## config.mk

```make
export PLATFORM = sky130hd
export DESIGN_NAME = pidcs_cfg
export DESIGN_NICKNAME = d
export VERILOG_FILES = /design/src/rtl/pidcs_pkg.sv /design/src/rtl/pidcs_cfg.sv
export SDC_FILE = /design/constraint.sdc
export NUM_CORES = 1
export LEC_CHECK = 0
export BUFFER_PORTS_ARGS = -buffer_cell sky130_fd_sc_hd__buf_2
export CORE_UTILIZATION = 25
export DETAILED_ROUTE_END_ITERATION = 8
export HOLD_SLACK_MARGIN = 0.06
export RECOVER_POWER = 100
export SYNTH_ARGS = -nofsm -noshare
export SYNTH_HDL_FRONTEND = slang
export SYNTH_SLANG_ARGS = --single-unit
```

## constraint.sdc

```tcl
create_clock -name clk -period 3.6 [get_ports clk]
set_input_delay 0.18 -clock clk [delete_from_list [all_inputs] [get_ports clk]]
set_output_delay 0.18 -clock clk [all_outputs]
set_load 0.01 [all_outputs]
```

## src/rtl/pidcs_pkg.sv

```systemverilog
package pidcs_pkg;

    // configuration port geometry
    localparam int APB_ADDR_W = 5;
    localparam int APB_DATA_W = 32;

    // register indexes, byte address is 4 * index
    typedef enum logic [2:0] {
        REG_PROP_GAIN  = 3'd0,
        REG_INT_GAIN   = 3'd1,
        REG_DERIV_GAIN = 3'd2,
        REG_OUT_MIN    = 3'd3,
        REG_OUT_MAX    = 3'd4,
        REG_P_ON_MEAS  = 3'd5
    } reg_idx_t;

    localparam logic signed [15:0] OUT_MAX_RESET = 16'sd32767;

    typedef struct packed {
        logic signed [15:0] measurement;
        logic signed [15:0] setpoint;
        logic               auto_enable;
        logic signed [15:0] manual_output;
    } sample_t;

    typedef struct packed {
        logic signed [15:0] drive;
        logic               limited;
    } result_t;

    // register file contents as seen by the datapath
    typedef struct packed {
        logic signed [31:0] prop_gain;
        logic signed [31:0] int_gain;
        logic signed [31:0] deriv_gain;
        logic signed [15:0] out_min;
        logic signed [15:0] out_max;
        logic               p_on_measurement;
        logic               limits_written;
    } cfg_regs_t;

endpackage

```

## src/rtl/pidcs_cfg.sv

```systemverilog
module pidcs_cfg
    import pidcs_pkg::*;
(
    input  logic                  clk,
    input  logic                  rst_n,
    input  logic                  psel,
    input  logic                  penable,
    input  logic                  pwrite,
    input  logic [APB_ADDR_W-1:0] paddr,
    input  logic [APB_DATA_W-1:0] pwdata,
    output logic [APB_DATA_W-1:0] prdata,
    output logic                  pready,
    output cfg_regs_t             cfg
);

    logic signed [31:0] prop_gain_reg;
    logic signed [31:0] int_gain_reg;
    logic signed [31:0] deriv_gain_reg;
    logic signed [15:0] out_min_reg;
    logic signed [15:0] out_max_reg;
    logic               p_on_meas_reg;
    logic               limits_written_reg;
    logic               wr_en;
    reg_idx_t           idx;

    assign pready = 1'b1;
    assign wr_en  = psel && penable && pwrite;
    assign idx    = reg_idx_t'(paddr[4:2]);

    always_ff @(posedge clk or negedge rst_n)
    begin
        if (!rst_n)
        begin
            prop_gain_reg      <= '0;
            int_gain_reg       <= '0;
            deriv_gain_reg     <= '0;
            out_min_reg        <= '0;
            out_max_reg        <= OUT_MAX_RESET;
            p_on_meas_reg      <= 1'b0;
            limits_written_reg <= 1'b0;
        end
        else
        begin
            limits_written_reg <= 1'b0;
            if (wr_en)
            begin
                unique case (idx)
                    REG_PROP_GAIN:  prop_gain_reg  <= pwdata;
                    REG_INT_GAIN:   int_gain_reg   <= pwdata;
                    REG_DERIV_GAIN: deriv_gain_reg <= pwdata;
                    REG_OUT_MIN:
                    begin
                        out_min_reg        <= pwdata[15:0];
                        limits_written_reg <= 1'b1;
                    end
                    REG_OUT_MAX:
                    begin
                        out_max_reg        <= pwdata[15:0];
                        limits_written_reg <= 1'b1;
                    end
                    REG_P_ON_MEAS:  p_on_meas_reg  <= pwdata[0];
                    default:        ;
                endcase
            end
        end
    end

    always_comb
    begin
        unique case (idx)
            REG_PROP_GAIN:  prdata = prop_gain_reg;
            REG_INT_GAIN:   prdata = int_gain_reg;
            REG_DERIV_GAIN: prdata = deriv_gain_reg;
            REG_OUT_MIN:    prdata = {{16{out_min_reg[15]}}, out_min_reg};
            REG_OUT_MAX:    prdata = {{16{out_max_reg[15]}}, out_max_reg};
            REG_P_ON_MEAS:  prdata = {31'd0, p_on_meas_reg};
            default:        prdata = '0;
        endcase
    end

    assign cfg.prop_gain        = prop_gain_reg;
    assign cfg.int_gain         = int_gain_reg;
    assign cfg.deriv_gain       = deriv_gain_reg;
    assign cfg.out_min          = out_min_reg;
    assign cfg.out_max          = out_max_reg;
    assign cfg.p_on_measurement = p_on_meas_reg;
    assign cfg.limits_written   = limits_written_reg;

endmodule

```

# Yosys cells after proc, flatten, opt, wreduce, memory -nomap -nowiden
# Cells that the tools add are included.
# word_totals
register_bits,130
out_inout_bits,163
elab_cells,25
# classes
n_eq_ne,5
mux,3
reduce_logical,10
# op_table
op,count
$pmux W32 S6,1
$reduce_and A2 Y1,6
$eq A3 B2 Y1 const B,2
$eq A3 B3 Y1 const B,2
$eq A3 B1 Y1 const B,1
$logic_not A3 Y1,1
$logic_and A1 B1 Y1,2
$mux W1,2
$reduce_or A2 Y1,1

# Longest topological paths before layout
# logic_depth
word_depth,4
mapped_depth,6

# Worst setup path after synthesis
# Ideal clock, no wire load.
# synth_path
path_type,flip-flop to output port
start,reg out_min_reg[15]
end,out prdata[15]
arrival_ns,1.307
required_ns,3.420
slack_ns,2.113
stages_incl_launch_ff,5
path_buffers,1
cell_sequence,dfrtp_1 and4b_1 a31oi_1 clkbuf_1 o21ai_0
# synth_via
elab_chain_cells,1
# synth_lines
item,line_no,source
"start, declared",pidcs_cfg.sv:19,logic signed [15:0] out_min_reg;
"start signal, assigned",pidcs_cfg.sv:53,out_min_reg <= pwdata[15:0];
$pmux W32 S6,pidcs_cfg.sv:70,unique case (idx)
"end, declared",pidcs_cfg.sv:11,"output logic [APB_DATA_W-1:0] prdata,"
# Every way passes these cells.

# Worst setup path in the final report
# layout_path
start,in paddr[2]
end,reg out_min_reg[0]
# layout_via
elab_chain_cells,2
# layout_lines
item,line_no,source
"start, declared",pidcs_cfg.sv:9,"input logic [APB_ADDR_W-1:0] paddr,"
$eq A3 B2 Y1,pidcs_cfg.sv:47,unique case (idx)
$reduce_and A2 Y1 (no line),-,
# Every way passes these cells.
# A chain may end at the register's enable or synchronous reset.

==> metrics.txt <==
data arrival time of the critical path 3.16 ns; DP Wirelength 11.8 mm; number of violations reported at the end of detailed-routing iteration 0 183; endpoints failing setup 0; Final TNS setup 0 ns; required time at the endpoint of the critical path about 3.9 ns; Final Cycle Share between 70% and 80%; clock tree from TritonCTS yes; portion of synthesized cell area occupied by the leading cell type 45.7%; register area share after synthesis 52.0%; total routing usage reported by global routing between 10 and 15%; total CTS buffers 17; Leak 3.52 nW; insertion delay of the later-clocked pin in the worst-skew pair 0.40 ns; first-pass GRT wire length around 28 mm; worst min-delay path class input port to register; synthesis-to-finish area growth 30.8%; main flop type after synthesis sky130_fd_sc_hd__dfrtp_1; pin slew with the least headroom to its limit 2.23 ns; Core Rows 57; highest ir drop seen on vdd 0.236 mV; Unique masters post-synth 35; number of synthesized flops with an enable pin 0; commonest cells in the synthesized netlist sky130_fd_sc_hd__dfrtp_1, sky130_fd_sc_hd__mux2_2, sky130_fd_sc_hd__mux2i_1; die footprint 0.0258 sq mm; net count of the finished layout 725; aggregate routed wire length 18.0 mm; violations in the final reports capacitance limit, slew limit; total congestion overflow 0; critical setup path kind input port to register; TritonCTS sink count 130; WL/cell 17.6 um; post-synthesis average cell area 13.7 sq um; Post-Route Utilization 33.6%; cell area after placement 0.00763 sq mm; antenna violation net count after detailed routing 0; count of TritonRoute iterations in the first routing pass 4; net count after synthesis 500; top post-synthesis cells by area sky130_fd_sc_hd__dfrtp_1, sky130_fd_sc_hd__mux2_2, sky130_fd_sc_hd__mux2_4; Core Region 0.0245 sq mm; Port Buffers 201; cell count after synthesis between 400 and 500; skew final 0 ns; final instance area 0.00823 sq mm; total power slightly above 5 mW; weighted congestion reported at the end of routability-driven placement 0.713; proportion of layout cells with a drive suffix above 1 28.9%; master cell of the clock root buffer sky130_fd_sc_hd__clkbuf_16; Top Ports 205; run status complete, but fails checks; share of flip-flops with an asynchronous set or reset 100%; max-capacitance violation count 1; largest net degree at the start of global routing 88; DRC errors left 0; drt via density 4.54; time the final worst path needs with I/O delays and setup 2.87 ns; cell-by-cell trace of the critical path clkbuf_2 -> buf_4 -> nand2_1 -> nor2_1 -> clkbuf_1 -> mux2_2; Die Span Y approximately 160 um; Hold Violations, Final 0; Starting Density 25.7%; vias in the first global route between 4000 and 5000; maximum buffer depth of the clock tree 2; Yosys Warn Count 0; CP peak stage delay 0.85 ns; clock transition at the registers of the reported paths 0.05 ns; total number of vias 4636; cell with the most instances after synthesis sky130_fd_sc_hd__dfrtp_1; Synth area leader sky130_fd_sc_hd__dfrtp_1; achievable frequency 348 MHz; width of the die 161 um; number of H-tree branching levels 4; Worst Setup Start Kind input port; Max Slew Vio Count 88; power density normalized to cell area 611 mW/mm^2; post-synthesis instance area 0.00629 sq mm; endpoint type of the worst setup path register; maximum fanout encountered on the critical timing path 42; initial antenna violation count 0; number of synthesized register bits 130; Worst slew margin -49.0%; master of the slowest instance on the critical path sky130_fd_sc_hd__clkbuf_1; RSZ-0062 raised after global routing no
[report_power, final]
group / internal, mW / total (mW) / leakage, nW / switching (mW)
logic: 0.488 / 1.04 / 1.58 / 0.557
registers: 1.77 / 2.00 / 1.63 / 0.227
clock network: 1.34 / 1.99 / 0.322 / 0.649
[per-stage QoR]
step / setup slack (ns) / std cells / hold slack (ns)
global route: 0.500 / 1020 / 0.0716
detailed placement: 1.25 / 958 / 0.310
global placement: 1.26 / 958 / 0.316
CTS: 1.13 / 1020 / 0.0644
finish: 0.727 / 1021 / 0.0861
floorplan: 2.11 / 458 / -0.116
[critical path: cells and delay by family]
kind | cells | cell delay, ns
buf+inv | 3 | 2.20
simple gates | 2 | 0.34
mux | 1 | 0.42
[cell usage in the layout (no fill, tap or decap), types with 4 or more instances in the layout]
master	count
sky130_fd_sc_hd__a21oi_1	5
sky130_fd_sc_hd__a22oi_1	5
sky130_fd_sc_hd__buf_2	40
sky130_fd_sc_hd__buf_4	4
sky130_fd_sc_hd__bufinv_16	6
sky130_fd_sc_hd__clkbuf_1	169
sky130_fd_sc_hd__clkbuf_16	17
sky130_fd_sc_hd__clkbuf_2	5
sky130_fd_sc_hd__dfrtp_1	115
sky130_fd_sc_hd__dfstp_2	12
sky130_fd_sc_hd__dlygate4sd3_1	30
sky130_fd_sc_hd__mux2_1	26
sky130_fd_sc_hd__mux2_2	105
sky130_fd_sc_hd__mux2_4	4
sky130_fd_sc_hd__mux2i_1	34
sky130_fd_sc_hd__nand3b_1	17
sky130_fd_sc_hd__nor3b_1	7
sky130_fd_sc_hd__o21a_1	26
sky130_fd_sc_hd__o21ai_0	27
sky130_fd_sc_hd__o22ai_1	6
sky130_fd_sc_hd__o2bb2ai_1	8
[kinds of logic (layout without fill, tap and decap cells)]
logic type | count (synthesis) | count (layout) | share of synthesized area (%)
AOI/OAI and AO/OA | 79 | 79 | 8.19
other | 1 | 2 | 0.0596
muxes | 170 | 170 | 31.7
buffers and inverters | 39 | 277 | 3.28
and+or+nand+nor | 39 | 39 | 4.77
DFF | 130 | 130 | 52.0
[metal layers]
| metal | vias up | track usage (%) | part of all wire, % |
|---|---|---|---|
| met2 | 156 | 22.9 | 47 |
| met3 | 7 | 4.24 | 6.7 |
| met1 | 2329 | 18.7 | 46 |
| li1 | 2144 | - | - |
| met4 | 0 | 3.90 | 0.68 |
| met5 | - | 0 | 0 |
[area by class of cell]
cell class	instances	area (sq um)
Tap cell	324	405
Multi-Input combinational cell	289	2710
Timing Repair Buffer	244	1170
Clock inverter	9	201
Clock buffer	23	468
Antenna cell	1	2.50
Fill cell	2617	16300
Inverter	1	3.75
Sequential cell	130	3270
[final timing paths]
path | startpoint | to | slack, ns | depth (start not counted)
worst max-delay path | paddr[2] | out_min_reg[0] | 0.73 | 6
worst min-delay path | pwdata[15] | prop_gain_reg[15] | 0.09 | 2
worst max register to register | prop_gain_reg[30] | prop_gain_reg[30] | 2.76 | 1
worst min register to register | prop_gain_reg[13] | prop_gain_reg[13] | 0.51 | 1
max in group asynchronous | rst_n | p_on_meas_reg | 1.01 | 3
min in group asynchronous | rst_n | out_min_reg[8] | 0.96 | 2
[timing repair]
item | in CTS | in global routing
hold endpoints to repair | 181 | 0
hold buffers | 30 | 0
setup buffers | 0 | 0
resized for setup | 0 | 0
No activity file was read; power rests on OpenSTA's default activity.
